<file path="config.mk">
export PLATFORM = sky130hd
export DESIGN_NAME = r2p_front
export DESIGN_NICKNAME = d
export VERILOG_FILES = /design/src/sv/r2p_pkg.sv /design/src/sv/r2p_front.sv
export SDC_FILE = /design/constraint.sdc
export NUM_CORES = 1
export LEC_CHECK = 0
export ABC_AREA = 1
export BUFFER_PORTS_ARGS = -buffer_cell sky130_fd_sc_hd__buf_2
export CAP_MARGIN = 20
export CORE_MARGIN = 2
export CORE_UTILIZATION = 50
export DETAILED_ROUTE_END_ITERATION = 10
export PLACE_DENSITY = 0.78
export REMOVE_ABC_BUFFERS = 1
export SKIP_CTS_REPAIR_TIMING = 1
export SYNTH_ARGS = -nofsm -noshare
export SYNTH_HDL_FRONTEND = slang
export SYNTH_SLANG_ARGS = --single-unit
export TNS_END_PERCENT = 1
</file>
<file path="constraint.sdc">
create_clock -name clk -period 4.9 [get_ports clk]
set_input_delay 0.98 -clock clk [delete_from_list [all_inputs] [get_ports clk]]
set_output_delay 0.98 -clock clk [all_outputs]
set_load 0.02 [all_outputs]
</file>
<file path="src/sv/r2p_pkg.sv">
package r2p_pkg;

  // sample width and datapath scaling
  localparam int DATA_WIDTH = 16;
  localparam int FRAC       = (62 - DATA_WIDTH) / 2;
  localparam int XW         = DATA_WIDTH + FRAC + 2;
  localparam int GW         = FRAC + 1;
  localparam int STEP_LEN   = 24;

  // binary angle constants, 2^32 is a full turn
  localparam logic [31:0] HALF_TURN    = 32'h8000_0000;
  localparam logic [31:0] QUARTER_TURN = 32'h4000_0000;

  // cordic gain compensation, Q32 rounded to Q(FRAC)
  localparam logic [32:0] GAIN_Q32 = 33'h0_9B74_EDA8;
  localparam logic [32:0] GAIN_RND = (GAIN_Q32 >> (31 - FRAC)) + 33'd1;
  localparam logic [GW-1:0] GAIN_FX = GW'(GAIN_RND >> 1);

  // atan(2^-i) in units of 2^-32 turn
  localparam logic [31:0] STEP_ANGLE [STEP_LEN] = '{
    32'd536870912, 32'd316933406, 32'd167458907, 32'd85004756,
    32'd42667331,  32'd21354465,  32'd10679838,  32'd5340245,
    32'd2670163,   32'd1335087,   32'd667544,    32'd333772,
    32'd166886,    32'd83443,     32'd41722,     32'd20861,
    32'd10430,     32'd5215,      32'd2608,      32'd1304,
    32'd652,       32'd326,       32'd163,       32'd81
  };

  typedef struct packed {
    logic signed [DATA_WIDTH-1:0] x_in;
    logic signed [DATA_WIDTH-1:0] y_in;
  } in_t;

  typedef struct packed {
    logic [DATA_WIDTH-1:0] magnitude;
    logic [DATA_WIDTH-1:0] angle;
  } out_t;

  // state handed from cell to cell
  typedef struct packed {
    logic                 special;
    logic signed [XW-1:0] xs;
    logic signed [XW-1:0] ys;
    logic [31:0]          z;
  } cord_t;

endpackage

</file>
<file path="src/sv/r2p_front.sv">
module r2p_front (
  input  logic          clk,
  input  logic          rst_n,
  input  logic          up_valid,
  output logic          up_ready,
  input  r2p_pkg::in_t  up_data,
  output logic          dn_valid,
  input  logic          dn_ready,
  output r2p_pkg::cord_t dn_data
);
  import r2p_pkg::*;

  logic                 valid_r;
  cord_t                data_r;
  cord_t                data_nxt;
  logic signed [XW-1:0] xe;
  logic signed [XW-1:0] ye;

  assign xe = XW'(up_data.x_in);
  assign ye = XW'(up_data.y_in);

  // axis and origin detection, pre-rotation into the right half plane
  always_comb begin
    data_nxt.special = 1'b0;
    data_nxt.xs      = '0;
    data_nxt.ys      = '0;
    data_nxt.z       = '0;
    if (ye == '0) begin
      data_nxt.special = 1'b1;
      if (xe[XW-1]) begin
        data_nxt.xs = -xe;
        data_nxt.z  = HALF_TURN;
      end else begin
        data_nxt.xs = xe;
      end
    end else if (xe == '0) begin
      data_nxt.special = 1'b1;
      if (ye[XW-1]) begin
        data_nxt.xs = -ye;
        data_nxt.z  = HALF_TURN + QUARTER_TURN;
      end else begin
        data_nxt.xs = ye;
        data_nxt.z  = QUARTER_TURN;
      end
    end else if (xe[XW-1]) begin
      data_nxt.xs = (-xe) <<< FRAC;
      data_nxt.ys = (-ye) <<< FRAC;
      data_nxt.z  = HALF_TURN;
    end else begin
      data_nxt.xs = xe <<< FRAC;
      data_nxt.ys = ye <<< FRAC;
    end
  end

  // stage handshake, bubbles collapse
  assign up_ready = !valid_r || dn_ready;

  always_ff @(posedge clk) begin
    if (!rst_n) begin
      valid_r <= 1'b0;
    end else if (up_ready) begin
      valid_r <= up_valid;
    end
  end

  always_ff @(posedge clk) begin
    if (up_ready && up_valid) begin
      data_r <= data_nxt;
    end
  end

  assign dn_valid = valid_r;
  assign dn_data  = data_r;

endmodule

</file>
* Word level (Yosys, flattened, before mapping)
Index checks and enable logic that the tools add are counted.
Cells by class: $add $sub $neg 2, reductions and logical operators 6, multiplexer cells 10
Operator list (count):
- $mux 41 | 4
- $mux 32 | 4
- $logic_not 41->1 | 2
- $mux 82 | 1
- $neg 16->41 | 2
- $reduce_or 2->1 | 1
- $logic_and 1x1->1 | 1
- $logic_not 1->1 | 1
- $logic_or 1x1->1 | 1
- $mux 1 | 1
Word-level totals: flip-flop bits (word level) 116, bits of input ports 36, output and inout port bits 117, word-level logic and storage cells 23

* Longest topological paths before layout
Gate-level depths: netlist of the first run.
depth in word-level cells 4, depth in mapped cells 13, mapped depth without buffers 12

* Worst setup path after synthesis of the first run
Ideal clock, no wire load.
kind in2reg, start input port up_valid, end register data_r, in the netlist dn_data[100], enable pin, stages on the path 2, data required time 4398 ps, arrival 4030 ps, setup slack 368 ps, buffers on the path 0, setup time 502 ps, cell sequence inv_1 a21oi_1
Between the ends: longest elaborated chain between the ends 1
RTL lines:
- from (decl) | RTL line r2p_front.sv:4 | input logic up_valid,
- $logic_and 1x1->1 | RTL line r2p_front.sv:67 | if (up_ready && up_valid) begin
- to (signal assigned) | RTL line r2p_front.sv:68 | data_r <= data_nxt;
- to (decl) | RTL line r2p_front.sv:14 | cord_t data_r;
No other way between the ends. A chain may end at the register's enable or synchronous reset.

* Worst setup path after layout of the first run
start input port up_data[0] in the netlist's numbering, end register data_r, in the netlist dn_data[63] (data pin)
Between the ends: longest elaborated chain between the ends 2, elaborated cells on any way between the ends 4, those cells by class add/sub (1); mux (1); reduce/logical (2)
RTL lines:
- from (decl) | RTL line r2p_front.sv:6 | input r2p_pkg::in_t up_data,
- $neg 16->41 / $logic_not 41->1 (equally long branches) | RTL line r2p_front.sv:47, r2p_front.sv:28
- $mux 82 / $reduce_or 2->1 (equally long branches)
Several ways; a longest one is shown, not always the timed one.

==> reports/summary.txt, run 1 <==
status = completed
GRT Overall Usage = 20.0%
placed cell count = 661
clock root buffer = clkbuf_8
Final #Nets = 614
Final Cycle Share = 78.3%
routed wire length = 8990 µm
Worst R2R Start = dn_valid
critical path required time = 5000 ps
Top-Level Pins = 153
H-tree levels = 3
crit path DAT = 3940 ps
largest net degree at the start of global routing = 37
height of the die = 93.8 µm
cells on worst reg2reg path = 2
fmax = 0.261 GHz
crit path from = up_data[0]
synth warn = 0
fin worst setup slack = 1060 ps
clk_lat worst skew = 340 ps
Min-Delay Endpoint = dn_valid
Max Cap Viol = 0
worst-path fanout max = 20
gr ovfl total = 0
final hold slack = 562 ps
Starting DRT DRC Count = 188
clock power share = 32.7%
CTS clk-pin slew, worst paths = 70 ps
Commonest cells post-synth = nand2_1, edfxtp_1, buf_4
EDFF count, synth = 62
Slew @ Worst Pin = 906 ps
Synth top area share = 46.2%
final worst path period need = 3840 ps
total CTS buffers = 9
share of layout cells above drive strength 1 = 25.9%
static leakage = 2.23 nW
Avg Cell Area, Syn = 8.67 µm²
Initial Util = 51.9%
Worst Clk Skew = 7.64 ps
Final Max Tran Viols = 0
NetSw = 0.391 mW
Crit Path Category = input port to register
Antenna Nets Post-Route = 0
top cells by area, synth = edfxtp_1, nand2_1, buf_4, nand3_1, inv_1
core area = 0.00777 mm²
die width = 93.8 µm
setup TNS = 0 ps
Clock Tree Buf Depth = 2
per-cell routed wire length = 13.3 µm
initial antenna violation count = 0
ANT cells = 0
Area Growth Syn to Fin = 14.4%
Syn Inst Count = 465
Critical Path Start Type = input port
DRC violation count after routing = 0
area leader, netlist = edfxtp_1
register area share after synthesis = 46.7%
TritonCTS clock tree = built
Post-DP HPWL = 6720 µm
WHS Path Cells = 2
final non-filler cell total = 677
main flop type after synthesis = edfxtp_1
die footprint = 0.00880 mm²
combinational share of power = 18.7%
vias = 3383
unrepaired setup endpoints after global routing = false
drt via density = 5.00
Rel. slew slack = 39.5%
pre-CTS setup slack = 762 ps
FF-to-FF setup slack = 2940 ps
synthesized area = 0.00403 mm²
first-pass GRT wire length = 13400 µm
Sw Ratio = 29.7%
clk sinks = 63
synth unique cells = 41
total power = 1.32 mW
final hold viol count = 0
final setup fails = 0
Int Pwr = 0.928 mW
pwr dens = 286 mW/mm²
Row Count = 32
HP Start = dn_valid
vias in the first global route = 2869
HP Class = register to register
post-synthesis register bit count = 63
gpl congestion = 0.867
Worst VDD drop = 112 µV
Port Buffers = 99
Async S/R FF share, synth = 0%
Pre-antenna DRT Iters = 5
Critical Path End Type = register
most frequent cell after synthesis = nand2_1
Flop pwr share = 48.6%
RR Endpoint = dn_data[103]
layout by cell type (no fill, tap or decap), types with 4 or more instances in the layout:
cell type  synthesis  final
nand2_1          109    109
ha_1               8      8
inv_1             46     46
o21ai_1            6      6
o211ai_1           4      4
inv_2              5      5
o21ai_0            9      9
conb_1             1     60
nor2_1            32     32
clkbuf_8           0      9
nor2_2            11     11
buf_2              6     99
nor2_4             4      4
edfxtp_1          62     62
xor2_1             6      6
a21oi_1           18     17
nand3_1           43     43
critical path, stage by stage:
cell and delay (ps):
buf_2 100, inv_1 150, ha_1 220, nand2_1 130, nor2_4 230, nand2_1 100
nor4_1 400, ha_1 240, buf_4 230, inv_1 190, nand2_2 500, inv_2 230
o21ai_0 150, nor2_1 70
cell families (layout without fill, tap and decap cells):
| logic type | Yosys count | in the layout | share of synthesized area [%] |
|---|---|---|---|
| XOR/XNOR | 8 | 8 | 1.74 |
| buffers and inverters | 117 | 168 | 16.6 |
| adder cells (fa/ha/maj) | 8 | 8 | 2.48 |
| other | 1 | 60 | 0.0930 |
| AND/OR/NAND/NOR | 219 | 219 | 25.2 |
| flip-flops | 63 | 63 | 46.7 |
| AO/OA/AOI/OAI | 49 | 49 | 7.20 |
final cells by class:
| type | instances | area (µm²) |
|---|---|---|
| repair buffers | 101 | 510 |
| multi-input cells | 344 | 1720 |
| well taps | 102 | 128 |
| inverters | 51 | 191 |
| clock inverters | 7 | 63.8 |
| flip-flops and latches | 63 | 1880 |
| fillers | 719 | 3150 |
| clock buffers | 9 | 124 |
how the worst max path moves through the flow:
stage | endpoint | slack, ps
finish | dn_data[63] | 1060
global route | dn_data[67] | 840
CTS | dn_data[63] | 1120
detailed placement | dn_data[63] | 760
global placement | dn_data[67] | 950
floorplan | dn_data[100] | 370
routing by layer:
layer / global-route usage [%] / vias up / part of all wire [%]
li1: - / 1626 / -
met1: 25.0 / 1537 / 40
met2: 34.6 / 204 / 48
met3: 4.57 / 16 / 11
met4: 5.80 / 0 / 1.4
met5: 0 / - / 0
power by group through the flow:
stage               registers (mW)  logic [mW]  clock network, mW
floorplan                    0.700       0.119                  0
global placement             0.652       0.240                  0
detailed placement           0.653       0.244                  0
CTS                          0.642       0.245              0.436
global route                 0.644       0.269              0.455
finish                       0.641       0.246              0.431
sequential cells by signal, summed over array words and instances, names as in the netlist:
register / cells
dn_data: 62
dn_valid: 1
through the flow:
stage / utilization, % / cell area (µm²)
after floorplan: - / 3780
after global placement: 57.0 / 4430
after detailed placement: 57.0 / 4430
after CTS: 59.4 / 4610
after global routing: 59.4 / 4610
final: 59.4 / 4610
No activity file was read; power rests on OpenSTA's default activity.
==> inputs of run 2 (changes only) <==
- clock period: 4.9 -> 3.7 ns (I/O delays scaled with it)
==> run 2 against run 1 <==
  * Combinational power increased by 33%
  * Via count decreased by 1.8%
  * Register-to-register slack got worse by 740 ps
  * First-iteration DRC count decreased by 13%
  * Non-clock buffer count increased by 3
  * Hold slack got worse by 1.5 ps
  * Utilization increased by 0.89 points
  * Global-route usage increased by 0.082 points
  * Sequential power increased by 32%
  * Total power increased by 42%
  * Critical endpoint is now dn_data[111]
  * Highest routed layer unchanged
==> reports/summary.txt, run 2 (synthesis gave the netlist of run 1 again) <==
core area = 0.00777 mm²
Pre-antenna DRT Iters = 5
crit path from = up_data[0]
slowest stage delay, CP = 390 ps
FF-to-FF setup slack = 2200 ps
most frequent cells in the layout = nand2_1, buf_2, edfxtp_1, conb_1, inv_1
Final #Nets = 617
Critical Path End Type = register
RR Endpoint = dn_data[62]
crit path DAT = 3020 ps
static leakage = 2.27 nW
Fillers = 688
total CTS buffers = 9
unrepaired setup endpoints after global routing = false
GRT Overall Usage = 20.1%
worst-path fanout max = 15
cell area after placement = 0.00445 mm²
share of layout cells above drive strength 1 = 26.3%
crit path capture = dn_data[111]
vias in the first global route = 2952
H-tree levels = 3
routed wire length = 8840 µm
final hold viol count = 0
DRC violation count after routing = 0
first-pass GRT wire length = 13600 µm
clk_lat worst skew = 340 ps
Row Count = 32
Crit Path Category = input port to register
most common cell after layout, fill and taps aside = nand2_1
die footprint = 0.00880 mm²
max reg flops = 62
Worst VDD drop = 175 µV
Worst R2R Start = dn_valid
clock root buffer = clkbuf_8
Initial Util = 51.9%
critical path required time = 3780 ps
Antenna Nets Post-Route = 0
drt via density = 4.89
vias = 3323
height of the die = 93.8 µm
crit-path cells = buf_2, inv_1, ha_1, nand2_1, nor2_4, nand2_1, nor4_1, ha_1, inv_1, nand2_2, buf_4, nor4_1
fmax = 0.340 GHz
final worst path period need = 2940 ps
Rel. slew slack = 49.1%
post-route cell area = 0.00468 mm²
die width = 93.8 µm
setup TNS = 0 ps
slowest CP cell = nor4_1
final setup fails = 0
cells on worst reg2reg path = 2
ANT cells = 0
largest net degree at the start of global routing = 63
clk sinks = 63
critical path depth = 12
gpl congestion = 0.938
Critical Path Start Type = input port
CTS clk-pin slew, worst paths = 60 ps
Top-Level Pins = 153
Area Growth Syn to Fin = 16.1%
Max Cap Viol = 0
CP bufs+invs = 4
Slew @ Worst Pin = 764 ps
Final Max Tran Viols = 0
delay-heaviest family, CP = simple AND/OR/NAND/NOR gates
Post-DP HPWL = 6460 µm
gr ovfl total = 0
status = completed
TritonCTS clock tree = built
Final Cycle Share = 79.4%
Worst Clk Skew = 6.10 ps
Port Buffers = 99
HP Class = register to register
initial antenna violation count = 0
Clock Tree Buf Depth = 2
pwr dens = 400 mW/mm²
Starting DRT DRC Count = 164
per-cell routed wire length = 13.0 µm
## run 2: changes by cell type in the layout (fill, tap and decap cells not counted)
cell,delta
buf_4,+3
bufinv_16,+1
clkbuf_1,+1
clkbuf_8,+3
clkinv_1,-1
clkinv_2,-2
clkinvlp_4,-2
## run 2: area by class of cell
type | instances | area (µm²) | area share [%]
Inverter | 51 | 191 | 4.09
Timing Repair Buffer | 104 | 533 | 11.4
Multi-Input combinational cell | 344 | 1720 | 36.6
Clock inverter | 3 | 65.1 | 1.39
Sequential cell | 63 | 1880 | 40.2
Clock buffer | 13 | 169 | 3.61
Tap cell | 102 | 128 | 2.73
## run 2: worst min path at each step
stage              from        to  slack, ps  cells after the start
2_1_floorplan  dn_valid  dn_valid        730                      2
3_3_place_gp   dn_valid  dn_valid        520                      2
3_5_place_dp   dn_valid  dn_valid        560                      2
4_1_cts        dn_valid  dn_valid        580                      2
5_1_grt        dn_valid  dn_valid        590                      2
6_report       dn_valid  dn_valid        560                      2
## run 2: power by group
part / leakage [nW] / switching, mW / total (mW) / internal [mW]
clock network: 0.120 / 0.263 / 0.696 / 0.434
logic: 1.54 / 0.239 / 0.327 / 0.0879
registers: 0.613 / 0.0114 / 0.849 / 0.838
total: 2.27 / 0.513 / 1.87 / 1.36
## run 2: worst min-delay path, stage by stage, from the launching register on
cell and delay (ps):
dfxtp_1 340, nand2_1 90, a21boi_0 80
## run 2: routing by layer
layer / global-route usage (%) / share of wire, % / vias to the layer above
li1: - / - / 1630
met1: 26.2 / 42 / 1467
met2: 33.3 / 46 / 211
met3: 5.38 / 11 / 15
met4: 5.19 / 1.3 / 0
met5: 0 / 0 / -
## run 2: per-stage QoR
stage,instances,setup slack [ps],util (%),hold WS [ps],total power [mW]
floorplan,458,-592,-,729,1.08
global placement,664,532,57.3,522,1.18
detailed placement,664,407,57.3,562,1.19
CTS,680,748,60.3,575,1.88
global route,680,456,60.3,589,1.95
finish,680,761,60.3,560,1.87
==> inputs of run 3 (changes only) <==
- clock period: 3.7 -> 2.78 ns (I/O delays scaled with it)
==> run 3 against run 2 <==
  * Sequential share of layout area is 0.096 points lower
  * Utilization up 0.14 points
  * Combinational power up 35%
  * Global-route usage grew 1.4 points
  * Total power up 25%
  * Die area did not move
  * Non-clock buffer count is 6 higher
  * Via count increased by 3.5%
  * Sequential power is 33% higher
  * Hold slack lost 98 ps
  * Wire length is 5.7% higher
  * Register-to-register slack got worse by 930 ps
  * Critical path type unchanged
  * Critical endpoint is now dn_data[65]
==> reports/summary.txt, run 3 (synthesis gave the netlist of run 1 again) <==
Area Growth Syn to Fin = 16.4%
max reg flops = 62
per-cell routed wire length = 13.6 µm
clk_lat worst skew = 350 ps
ANT cells = 0
final hold viol count = 0
H-tree levels = 3
total power = 2.35 mW
vias = 3439
most common cell after layout, fill and taps aside = nand2_1
Min-Delay Endpoint = dn_valid
first-pass GRT wire length = 14600 µm
clock root buffer = clkbuf_8
Initial Util = 51.9%
setup TNS = 0 ps
Port Buffers = 99
pwr dens = 500 mW/mm²
drt via density = 5.01
Max Cap Viol = 0
static leakage = 2.28 nW
fmax = 0.430 GHz
Final #Nets = 623
Worst VDD drop = 231 µV
Critical Path Start Type = input port
HP Class = input port to register
routed wire length = 9340 µm
Critical Path End Type = register
height of the die = 93.8 µm
largest net degree at the start of global routing = 63
Row Count = 32
most frequent cells in the layout = nand2_1, buf_2, edfxtp_1, conb_1, inv_1
DRC violation count after routing = 0
Rel. slew slack = 47.8%
fin worst setup slack = 452 ps
WHS Path Cells = 2
gpl congestion = 0.926
clk sinks = 63
Worst R2R Start = dn_valid
GRT Overall Usage = 21.5%
Final Max Tran Viols = 0
core area = 0.00777 mm²
worst-path fanout max = 10
crit path DAT = 2440 ps
cells on worst reg2reg path = 2
final core occ = 60.4%
Final Cycle Share = 83.7%
critical path required time = 2890 ps
pre-CTS setup slack = 82.9 ps
total CTS buffers = 9
Clock Tree Buf Depth = 2
die width = 93.8 µm
Slew @ Worst Pin = 784 ps
Starting DRT DRC Count = 280
CTS clk-pin slew, worst paths = 70 ps
Worst Clk Skew = 5.15 ps
gr ovfl total = 0
Crit Path Category = input port to register
HP Start = rst_n
FF-to-FF setup slack = 1270 ps
RR Endpoint = dn_data[110]
final worst path period need = 2330 ps
Antenna Nets Post-Route = 0
final setup fails = 0
status = completed
die footprint = 0.00880 mm²
vias in the first global route = 3141
Post-DP HPWL = 6940 µm
share of layout cells above drive strength 1 = 27.1%
unrepaired setup endpoints after global routing = false
Top-Level Pins = 153
Pre-antenna DRT Iters = 5
TritonCTS clock tree = built
initial antenna violation count = 0
==> run 3: cell types whose count changed in the layout (fill, tap and decap cells not counted) <==
cell and delta:
buf_4 +5, buf_12 +1, clkbuf_1 -1, bufinv_16 -1, clkinv_1 +1, clkinv_2 +2, clkbuf_8 -3, clkinvlp_4 +2
==> run 3: worst max-delay path by stage <==
stage                              end       start  depth (start not counted)
after floorplan           dn_data[100]    up_valid                          2
after global placement     dn_data[67]  up_data[0]                         13
after detailed placement   dn_data[65]  up_data[0]                         13
after CTS                  dn_data[65]  up_data[0]                         13
after global routing       dn_data[65]  up_data[7]                         12
final                      dn_data[65]  up_data[0]                         13
==> run 3: cell type report <==
type                            instances  area, µm²
Sequential cell                        63       1880
Fill cell                             687       3070
Clock buffer                            9        124
Timing Repair Buffer                  110        591
Multi-Input combinational cell        344       1720
Inverter                               51        191
Tap cell                              102        128
Clock inverter                          7       63.8
==> run 3: per-layer routing <==
metal,GRT usage [%],vias to the layer above,part of all wire (%)
li1,-,1643,-
met1,26.4,1540,40
met2,37.0,235,47
met3,5.78,21,11
met4,6.40,0,1.5
met5,0,-,0
==> run 3: power breakdown <==
group	internal, mW	switching, mW	leakage, nW	total, mW
clock network	0.405	0.371	0.0924	0.776
logic	0.121	0.322	1.57	0.443
registers	1.11	0.0150	0.613	1.13
total	1.64	0.708	2.28	2.35
==> run 3: stage by stage <==
step | hold slack [ps] | instances | instance area, µm²
CTS | 455 | 686 | 4690
global route | 450 | 686 | 4690
floorplan | 710 | 458 | 3780
global placement | 522 | 670 | 4510
detailed placement | 573 | 670 | 4510
finish | 462 | 686 | 4690
==> run 3: worst max-delay path: stages <==
cell	delay [ps]
buf_2	90
inv_1	60
ha_1	190
nand2_1	140
nor2_4	130
nand2_1	70
nor4_1	280
ha_1	230
inv_1	150
nand2_2	220
inv_2	140
o211ai_1	120
inv_1	50
