<file path="config.mk">
export PLATFORM = sky130hd
export DESIGN_NAME = r2p_scale
export DESIGN_NICKNAME = d
export VERILOG_FILES = /design/src/sv/r2p_pkg.sv /design/src/sv/r2p_scale.sv
export SDC_FILE = /design/constraint.sdc
export NUM_CORES = 1
export LEC_CHECK = 0
export BUFFER_PORTS_ARGS = -buffer_cell sky130_fd_sc_hd__buf_2
export CAP_MARGIN = 20
export CORE_MARGIN = 2
export CORE_UTILIZATION = 55
export DETAILED_ROUTE_END_ITERATION = 16
export PLACE_DENSITY_LB_ADDON = 0.2
export SYNTH_ARGS = -nofsm -noshare
export SYNTH_HDL_FRONTEND = slang
export SYNTH_SLANG_ARGS = --single-unit
</file>
<file path="constraint.sdc">
create_clock -name clk -period 14.25 [get_ports clk]
set_clock_uncertainty 0.05 [all_clocks]
set_input_delay 2.85 -clock clk [delete_from_list [all_inputs] [get_ports clk]]
set_output_delay 2.85 -clock clk [all_outputs]
set_load 0.05 [all_outputs]
</file>
<file path="src/sv/r2p_pkg.sv">
package r2p_pkg;

  // sample width and datapath scaling
  localparam int DATA_WIDTH = 16;
  localparam int FRAC       = (62 - DATA_WIDTH) / 2;
  localparam int XW         = DATA_WIDTH + FRAC + 2;
  localparam int GW         = FRAC + 1;
  localparam int STEP_LEN   = 24;

  // binary angle constants, 2^32 is a full turn
  localparam logic [31:0] HALF_TURN    = 32'h8000_0000;
  localparam logic [31:0] QUARTER_TURN = 32'h4000_0000;

  // cordic gain compensation, Q32 rounded to Q(FRAC)
  localparam logic [32:0] GAIN_Q32 = 33'h0_9B74_EDA8;
  localparam logic [32:0] GAIN_RND = (GAIN_Q32 >> (31 - FRAC)) + 33'd1;
  localparam logic [GW-1:0] GAIN_FX = GW'(GAIN_RND >> 1);

  // atan(2^-i) in units of 2^-32 turn
  localparam logic [31:0] STEP_ANGLE [STEP_LEN] = '{
    32'd536870912, 32'd316933406, 32'd167458907, 32'd85004756,
    32'd42667331,  32'd21354465,  32'd10679838,  32'd5340245,
    32'd2670163,   32'd1335087,   32'd667544,    32'd333772,
    32'd166886,    32'd83443,     32'd41722,     32'd20861,
    32'd10430,     32'd5215,      32'd2608,      32'd1304,
    32'd652,       32'd326,       32'd163,       32'd81
  };

  typedef struct packed {
    logic signed [DATA_WIDTH-1:0] x_in;
    logic signed [DATA_WIDTH-1:0] y_in;
  } in_t;

  typedef struct packed {
    logic [DATA_WIDTH-1:0] magnitude;
    logic [DATA_WIDTH-1:0] angle;
  } out_t;

  // state handed from cell to cell
  typedef struct packed {
    logic                 special;
    logic signed [XW-1:0] xs;
    logic signed [XW-1:0] ys;
    logic [31:0]          z;
  } cord_t;

endpackage

</file>
<file path="src/sv/r2p_scale.sv">
module r2p_scale (
  input  logic           clk,
  input  logic           rst_n,
  input  logic           up_valid,
  output logic           up_ready,
  input  r2p_pkg::cord_t up_data,
  output logic           dn_valid,
  input  logic           dn_ready,
  output r2p_pkg::out_t  dn_data
);
  import r2p_pkg::*;

  localparam int UW  = XW - 1;
  localparam int LW  = UW / 2;
  localparam int HW  = UW - LW;
  localparam int PW  = UW + GW + 1;
  localparam int ASH = 32 - DATA_WIDTH;
  localparam logic [PW-1:0] RND  = PW'(1) << (2 * FRAC - 1);
  localparam logic [32:0]   ARND = (33'd1 << ASH) >> 1;

  // first stage: split gain product and angle rounding
  logic                    a_valid_r;
  logic                    a_ready;
  logic                    a_special_r;
  logic [DATA_WIDTH-1:0]   a_smag_r;
  logic [DATA_WIDTH-1:0]   a_ang_r;
  logic [LW+GW-1:0]        a_plo_r;
  logic [HW+GW-1:0]        a_phi_r;
  logic [LW+GW-1:0]        a_plo_nxt;
  logic [HW+GW-1:0]        a_phi_nxt;
  logic [UW-1:0]           xu;
  logic [32:0]             zr;

  // negative final x clamps to zero
  assign xu = up_data.xs[XW-1] ? '0 : up_data.xs[UW-1:0];
  assign a_plo_nxt = {{GW{1'b0}}, xu[LW-1:0]} * {{LW{1'b0}}, GAIN_FX};
  assign a_phi_nxt = {{GW{1'b0}}, xu[UW-1:LW]} * {{HW{1'b0}}, GAIN_FX};
  assign zr = {1'b0, up_data.z} + ARND;

  assign up_ready = !a_valid_r || a_ready;

  always_ff @(posedge clk) begin
    if (!rst_n) begin
      a_valid_r <= 1'b0;
    end else if (up_ready) begin
      a_valid_r <= up_valid;
    end
  end

  always_ff @(posedge clk) begin
    if (up_ready && up_valid) begin
      a_special_r <= up_data.special;
      a_smag_r    <= up_data.xs[DATA_WIDTH-1:0];
      a_ang_r     <= zr[31 -: DATA_WIDTH];
      a_plo_r     <= a_plo_nxt;
      a_phi_r     <= a_phi_nxt;
    end
  end

  // second stage: recombine, round, saturate into the output register
  logic                       b_valid_r;
  out_t                       b_data_r;
  out_t                       b_data_nxt;
  logic [PW-1:0]              prod;
  logic [PW-2*FRAC-1:0]       mag_full;

  assign prod = (PW'(a_phi_r) << LW) + PW'(a_plo_r) + RND;
  assign mag_full = prod[PW-1:2*FRAC];

  always_comb begin
    b_data_nxt.angle = a_ang_r;
    if (a_special_r) begin
      b_data_nxt.magnitude = a_smag_r;
    end else if (|mag_full[PW-2*FRAC-1:DATA_WIDTH]) begin
      b_data_nxt.magnitude = '1;
    end else begin
      b_data_nxt.magnitude = mag_full[DATA_WIDTH-1:0];
    end
  end

  assign a_ready = !b_valid_r || dn_ready;

  always_ff @(posedge clk) begin
    if (!rst_n) begin
      b_valid_r <= 1'b0;
    end else if (a_ready) begin
      b_valid_r <= a_valid_r;
    end
  end

  always_ff @(posedge clk) begin
    if (a_ready && a_valid_r) begin
      b_data_r <= b_data_nxt;
    end
  end

  assign dn_valid = b_valid_r;
  assign dn_data  = b_data_r;

endmodule

</file>
## Word-level counts from Yosys, hierarchy flattened

Index checks and enable logic that the tools add are counted.

- Flip-flop bits (word level): 153
- Bits in latches: 0
- Memory bits (writable): 0
- Bits in read-only memories: 0
- Bits of input ports: 119
- Memories: 0

- Add/subtract/negate cells: 3
- Multiply operators: 2
- Div/mod/pow operators: 0
- $lt $le $gt $ge: 0
- Eq/ne operators: 0
- Shifts and indexed selects: 0
- Mux-type cells: 3
- Bitwise gates (word level): 0
- Reductions and logical operators: 7

Operators by type and width:

| operator | number |
|---|---|
| 20-bit by 23-bit multiplier with 43-bit output, second input constant | 2 |
| 64-bit by 46-bit adder with 65-bit output, second input constant | 1 |
| 63-bit by 43-bit adder with 64-bit output | 1 |
| 40-bit 2-to-1 mux | 1 |
| 32-bit by 16-bit adder with 32-bit output, second input constant | 1 |
| 16-bit 2-to-1 mux | 2 |
| 3-bit OR reduction | 1 |
| 1-bit logical AND | 2 |
| 1-bit logical NOT | 2 |
| 1-bit logical OR | 2 |

## Logic depth before layout (Yosys ltp)

Gate-level depths: netlist of run 1.

- Word-level depth: 5
- Mapped depth: 28
- Gate-level depth less buffers: 26

## Least setup slack after synthesis of run 1

No wires, ideal clock.

- Kind: input -> register
- Start: input port up_data[113] in the netlist's numbering
- End: register a_plo_r[39] (data pin)
- Data arrival time: 9.073 ns
- Required time: 13.942 ns
- Slack: 4.869 ns
- Stages on the path: 21
- Cell sequence: clkbuf_1 > clkbuf_1 > nand2b_1 > inv_1 > fa_1 > fa_1 > fa_1 > fa_1 > fa_1 > fa_1 > fa_1 > ha_1 > a211oi_2 > nor2_1 > or4b_1 > a31oi_1 > nor2_1 > o31ai_2 > a31oi_1 > a21oi_1 > xnor2_1

- Word-level cells in the longest chain between the ends: 2

Ends and longest elaborated chain:

| item | line | RTL |
|---|---|---|
| start: declaration | r2p_scale.sv:6 | `input r2p_pkg::cord_t up_data,` |
| 40-bit 2-to-1 mux | r2p_scale.sv:35 | `assign xu = up_data.xs[XW-1] ? '0 : up_data.xs[UW-1:0];` |
| 20-bit by 23-bit multiplier with 43-bit output | r2p_scale.sv:36 | `assign a_plo_nxt = {{GW{1'b0}}, xu[LW-1:0]} * {{LW{1'b0}}, GAIN_FX};` |
| named net a_plo_nxt[39] | r2p_scale.sv:29 | `logic [LW+GW-1:0] a_plo_nxt;` |
| end signal: assignment | r2p_scale.sv:55 | `a_plo_r <= a_plo_nxt;` |
| end: declaration | r2p_scale.sv:27 | `logic [LW+GW-1:0] a_plo_r;` |

The timed path passes the listed nets, and every way through them passes these cells.
A chain may end at the register's enable or synchronous reset.

## Worst setup path in the final report of run 1

- Start: input port up_data[113] in the netlist's numbering
- End: register a_phi_r[41] (data pin)

- Word-level cells in the longest chain between the ends: 2

Ends and longest elaborated chain:

| item | line | RTL |
|---|---|---|
| 40-bit 2-to-1 mux | r2p_scale.sv:35 |  |
| 20-bit by 23-bit multiplier with 43-bit output | r2p_scale.sv:37 | `assign a_phi_nxt = {{GW{1'b0}}, xu[UW-1:LW]} * {{HW{1'b0}}, GAIN_FX};` |
| named net a_phi_nxt[41] | r2p_scale.sv:30 | `logic [HW+GW-1:0] a_phi_nxt;` |
| end signal: assignment | r2p_scale.sv:56 | `a_phi_r <= a_phi_nxt;` |
| end: declaration | r2p_scale.sv:28 | `logic [HW+GW-1:0] a_phi_r;` |

The timed path passes the listed nets, and every way through them passes these cells.

==> results of run 1 <==
[state kept, by name (all words and copies together), names as in the netlist]
register / cells
a_plo_r: 23
a_ang_r: 16
a_phi_r: 43
dn_valid: 1
a_smag_r: 16
a_special_r: 1
a_valid_r: 1
dn_data: 32
[per-layer routing]
metal / vias up / routed length (um) / global-route usage, %
li1: 7082 / - / -
met2: 388 / 24500 / 41.4
met5: - / 0 / 0
met4: 0 / 697 / 4.66
met1: 7445 / 24800 / 37.7
met3: 34 / 3250 / 4.39
[how the worst max path moves through the flow]
stage / depth (start not counted) / end / slack (ns)
after floorplan: 21 / a_plo_r[39]$_DFFE_PP_ / 4.87
after global placement: 26 / a_plo_r[30]$_DFFE_PP_ / 3.77
after detailed placement: 25 / a_phi_r[41]$_DFFE_PP_ / 3.64
after CTS: 25 / a_phi_r[41]$_DFFE_PP_ / 4.09
after global routing: 26 / a_plo_r[30]$_DFFE_PP_ / 3.71
final: 25 / a_phi_r[41]$_DFFE_PP_ / 4.09
[cell usage after synthesis, drive strengths merged, types with 3 or more instances]
cell | count | area share (%)
nor2 | 48 | 0.78
and2 | 8 | 0.22
ha | 413 | 22
a31oi | 10 | 0.30
nor2b | 32 | 0.87
clkbuf | 16 | 0.26
nor3b | 7 | 0.23
o21ai | 34 | 0.77
o21bai | 10 | 0.33
a21oi | 77 | 1.7
xnor2 | 70 | 2.7
a221oi | 5 | 0.22
o21a | 7 | 0.23
and4 | 5 | 0.19
nor4 | 7 | 0.19
a21o | 49 | 1.6
or3 | 4 | 0.11
nand2 | 45 | 0.73
o31ai | 4 | 0.17
nor3 | 11 | 0.28
a41oi | 3 | 0.11
nand3 | 28 | 0.61
fa | 385 | 33
nand4 | 12 | 0.33
and3 | 16 | 0.43
edfxtp | 131 | 17
or2 | 4 | 0.11
xor2 | 29 | 1.1
a2bb2oi | 12 | 0.46
inv | 581 | 9.4
o211ai | 6 | 0.20
a211oi | 6 | 0.28
nand3b | 4 | 0.13
nand2b | 34 | 0.92
[logic make-up after synthesis]
group | synth area share [%]
buffers and inverters | 9.75
and+or+nand+nor | 6.44
DFF | 17.2
xor gates and xnor gates | 3.76
adders and majority gates | 55.8
muxes | 0.0434
AOI/OAI and AO/OA | 7.01
[layout make-up]
type | count | area (um^2)
repair buffers | 100 | 510
flip-flops and latches | 133 | 3970
clock inverters | 14 | 140
fillers | 3548 | 16900
well taps | 539 | 674
inverters | 581 | 2180
clock buffers | 18 | 429
multi-input cells | 1410 | 16900
diodes | 5 | 12.5
[stage by stage]
step / area (um^2) / utilization [%]
finish: 24800 / 59.5
CTS: 24800 / 59.5
global route: 24800 / 59.5
floorplan: 23100 / -
detailed placement: 24200 / 58.1
global placement: 24200 / 58.1
==> results.py, run 1 <==
metrics = {
    "cts": {
        "cts_resized": 0,
        "cts_setup_buffers": 0,
        "ctsHtreeMaxLevel": 4,
        "clkTransAtPathRegs_ns": 0.07,
        "clockBufferDepth": 2,
        "clkSinkCount": 133,
        "clock_latency_ns": 0.43,
        "cts-root-buf": "clkbuf_16",
        "cts_tree": "built",
        "cts_buffers": 17,
        "hold_buffers": 0,
    },
    "worst_setup_path": {
        "crit_buf_inv": 7,
        "crit_required_ns": 14.36,
        "critPathMaxFanout": 50,
        "r2r-end": "dn_data[27]$_DFFE_PP_",
        "reg2reg_slack_ns": 10.62,
        "reg2reg_depth": 11,
        "crit_type": "in -> reg",
        "start_kind": "primary input",
        "critPathTopFamily": "adder cells",
        "startpoint": "up_data[113]",
        "critPathSlowestCell": "nor2b_1",
        "reg2reg_from": "a_plo_r[34]$_DFFE_PP_",
        "crit_arrival_ns": 10.28,
        "endpoint_kind": "register",
        "cpPeakStageDelay_ns": 0.74,
    },
    "logic_synthesis": {
        "ys.flop_type": "edfxtp_1",
        "synth-async-reset-ratio_pct": 0,
        "synth_area_um2": 23100,
        "ys_seq_elements": 133,
        "ys_seq_area_share_pct": 17.2,
        "yosysUniqueCellTypes": 65,
        "syn-mean-instance-area_um2": 10.8,
        "ys_warn_count": 0,
        "synth_edf_count": 131,
        "netlist_instances": 2142,
        "syn-num-nets": 3059,
    },
    "floorplan": {
        "die_y_um": 209,
        "row_count": 75,
        "die_width_um": 209,
        "core-area_um2": 41700,
        "ios": 153,
        "initial_utilization_pct": 55.4,
        "dieArea_um2": 43600,
    },
    "placement": {
        "gp_congestion": 0.972,
        "dp.cells": 2763,
        "dp_slack_ns": 3.64,
        "portBuffers": 96,
        "dp_hpwl_mm": 47.4,
    },
    "timing": {
        "fin_ws_ns": 4.09,
        "tightest_slew_ns": 1.02,
        "setup_viol": 0,
        "tns_ns": 0,
        "finalMaxSlewViolations": 0,
        "rsz0062_at_grt": "no",
        "fmax_mhz": 98.4,
        "post-route-period-util_pct": 71.3,
        "hold_violations": 0,
        "timing.hold.ws_ns": 0.359,
        "fin_crit_ns": 10.16,
        "slew_headroom_pct": 31.4,
    },
    "route": {
        "detail-route-antenna-nets": 0,
        "viasPerCell": 5.34,
        "drcViolationCount": 0,
        "drt_iter0_markers": 1070,
        "wl_per_cell_um": 19.0,
        "wl_mm": 53.3,
        "first_pass_iters": 5,
        "vias": 14900,
    },
    "finish": {
        "drive_gt1_share_pct": 6.87,
        "area_growth_pct": 7.37,
        "instances_no_fill": 2800,
        "final_common_cell": "inv_1",
        "nNetsFinal": 3160,
        "final_cell_mix": "inv_1, ha_1, fa_1",
    },
    "worst_hold_path": {
        "min_to": "dn_data[3]$_DFFE_PP_",
        "hp-class": "reg -> reg",
        "min-delay-start": "a_ang_r[3]$_DFFE_PP_",
        "hold_path_depth": 0,
    },
    "global_routing": {
        "grt_pass1_wl_mm": 86.8,
        "antenna_found_initial": 2,
        "track_usage_pct": 25.9,
        "grt_max_degree": 74,
        "gr-total-overflow": 0,
        "grt_pass1_vias": 16200,
    },
    "status": {
        "status": "finished, final reports clean",
    },
    "run": {
        "cap_violations": 0,
    },
}
Power of run 1 is not shown: default switching activity piles up to over one toggle a cycle in this logic, so the estimate is an artifact.
==> inputs of run 2 (changes only) <==
--- a/config.mk
+++ b/config.mk
@@ -5,6 +5,7 @@
 export SDC_FILE = /design/constraint.sdc
 export NUM_CORES = 1
 export LEC_CHECK = 0
+export ABC_AREA = 1
 export BUFFER_PORTS_ARGS = -buffer_cell sky130_fd_sc_hd__buf_2
 export CAP_MARGIN = 20
 export CORE_MARGIN = 2
==> constraint.sdc (replaced) <==
create_clock -name clk -period 8.58 [get_ports clk]
set_clock_uncertainty 0.05 [all_clocks]
set_input_delay 1.716 -clock clk [delete_from_list [all_inputs] [get_ports clk]]
set_output_delay 1.716 -clock clk [all_outputs]
set_load 0.05 [all_outputs]
==> run 2 against run 1 <==
  * Register-to-register slack lost 4.7 ns
  * Global-route usage increased by 4.0 points
  * Non-clock buffer count up 19
  * Largest cell class unchanged
==> results.py, run 2 <==
metrics = {
    "global_routing": {
        "antenna_found_initial": 0,
        "grt_pass1_wl_mm": 115,
        "track_usage_pct": 29.9,
        "grt_max_degree": 64,
        "gr-total-overflow": 0,
        "grt_pass1_vias": 21500,
    },
    "logic_synthesis": {
        "ys_seq_elements": 133,
        "synth_top_area_cell": "fa_1",
        "synth-async-reset-ratio_pct": 0,
        "ys_seq_area_share_pct": 15.1,
        "ys.flop_type": "edfxtp_1",
        "synth_most_common_cell": "inv_1",
        "netlist_instances": 3112,
        "yosysUniqueCellTypes": 42,
        "synthTopCellsByArea": "fa_1, ha_1, edfxtp_1",
        "synth_top_area_share_pct": 29.2,
        "syn-num-nets": 4029,
        "synth.top_cells.by_count": "inv_1, nand2_1, ha_1",
        "synth_edf_count": 131,
        "ys_warn_count": 0,
        "synth_area_um2": 26400,
        "syn-mean-instance-area_um2": 8.47,
    },
    "worst_setup_path": {
        "start_kind": "primary input",
        "cpPeakStageDelay_ns": 0.81,
        "critPathSlowestCell": "fa_1",
        "r2r-end": "dn_data[26]$_DFFE_PP_",
        "endpoint_kind": "register",
        "reg2reg_slack_ns": 5.90,
        "reg2reg_from": "a_plo_r[41]$_DFFE_PP_",
        "reg2reg_depth": 12,
        "critPathMostFrequentCell": "inv_1",
        "crit_arrival_ns": 8.21,
        "crit_type": "in -> reg",
        "crit_required_ns": 8.72,
        "critPathMaxFanout": 13,
    },
    "route": {
        "wl_mm": 70.8,
        "viasPerCell": 5.29,
        "vias": 20500,
        "first_pass_iters": 6,
        "drt_iter0_markers": 1579,
        "detail-route-antenna-nets": 0,
        "wl_per_cell_um": 18.3,
        "drcViolationCount": 0,
    },
    "floorplan": {
        "die_width_um": 223,
        "row_count": 80,
        "core-area_um2": 47500,
        "dieArea_um2": 49700,
        "die_y_um": 223,
        "ios": 153,
        "initial_utilization_pct": 55.5,
    },
    "finish": {
        "nNetsFinal": 4159,
        "drive_gt1_share_pct": 5.93,
        "nFillCells": 4318,
        "area_growth_pct": 7.31,
        "final_common_cell": "inv_1",
        "largest_reg_flops": 43,
        "largest-register": "a_phi_r",
        "final_core_util_pct": 59.5,
        "final_cell_mix": "inv_1, nand2_1, ha_1",
        "diodes": 0,
    },
    "timing": {
        "setup_viol": 0,
        "tightest_slew_ns": 0.785,
        "rsz0062_at_grt": "no",
        "tns_ns": 0,
        "finalMaxSlewViolations": 0,
        "slew_headroom_pct": 47.7,
        "fin_crit_ns": 8.08,
        "post-route-period-util_pct": 94.1,
        "fmax_mhz": 124,
        "hold_violations": 0,
    },
    "worst_hold_path": {
        "min-delay-start": "a_ang_r[15]$_DFFE_PP_",
        "min_to": "dn_data[15]$_DFFE_PP_",
        "hold_path_depth": 0,
        "hp-class": "reg -> reg",
    },
    "placement": {
        "dp_hpwl_mm": 64.2,
        "portBuffers": 96,
        "gp_congestion": 1.04,
    },
    "cts": {
        "clkTransAtPathRegs_ns": 0.06,
        "cts_setup_buffers": 0,
        "hold_buffers": 0,
        "clockBufferDepth": 2,
        "cts_resized": 0,
        "cts_buffers": 17,
        "ctsHtreeMaxLevel": 4,
        "clkSinkCount": 133,
        "cts_tree": "built",
        "cts-root-buf": "clkbuf_16",
        "clock_latency_ns": 0.43,
    },
    "run": {
        "cap_violations": 0,
    },
    "status": {
        "status": "finished, final reports clean",
    },
}
## run 2: cells by family after synthesis
group                    share of synthesized area, %
AO/OA/AOI/OAI                                    5.14
XOR/XNOR                                         2.59
adder cells (fa/ha/maj)                          48.8
buffers and inverters                            12.1
flip-flops                                       15.1
AND/OR/NAND/NOR                                  16.3
## run 2: per-stage QoR
step           hold slack, ns  instance area (um^2)  setup slack (ns)  cells
6_report                0.362                 28300             0.502   3870
5_1_grt                 0.365                 28300             0.228   3870
3_3_place_gp            0.351                 27800             0.316   3838
3_5_place_dp            0.355                 27800             0.197   3838
4_1_cts                 0.364                 28300             0.638   3870
2_1_floorplan           0.350                 26400              1.05   3112
## run 2: final cells by class
| cell class | instances | area (um^2) | share of cell area (%) |
|---|---|---|---|
| Clock buffer | 20 | 437 | 1.54 |
| Clock inverter | 12 | 97.6 | 0.345 |
| Inverter | 837 | 3150 | 11.1 |
| Multi-Input combinational cell | 2134 | 19200 | 67.9 |
| Sequential cell | 133 | 3970 | 14.0 |
| Tap cell | 615 | 769 | 2.72 |
| Timing Repair Buffer | 119 | 666 | 2.35 |
## run 2: layer usage
metal  track usage, %  part of all wire [%]  wire, um  up-vias
met3             5.83                   7.6      5370      128
met4             8.47                   3.2      2260        0
met5                0                     0         0        -
met2             46.9                    43     30700      750
met1             42.4                    46     32600     9753
li1                 -                     -         -     9824
## run 2: how the worst max path moves through the flow
stage	from	endpoint	slack, ns	cells past startpoint
after detailed placement	up_data[113]	a_plo_r[42]$_DFFE_PP_	0.20	28
after floorplan	up_data[113]	a_phi_r[42]$_DFFE_PP_	1.05	26
after global placement	up_data[113]	a_plo_r[42]$_DFFE_PP_	0.32	28
after global routing	up_data[113]	a_plo_r[42]$_DFFE_PP_	0.23	28
final	up_data[113]	a_plo_r[42]$_DFFE_PP_	0.50	28
after CTS	up_data[113]	a_plo_r[42]$_DFFE_PP_	0.64	28
## run 2: critical path: cells and delay by family
family | cells | cell delay [ns]
AOI/OAI and AO/OA | 3 | 0.74
adders and majority gates | 8 | 3.97
and+or+nand+nor | 7 | 0.86
buffers and inverters | 10 | 0.91
Power of run 2 is left out for the same reason.
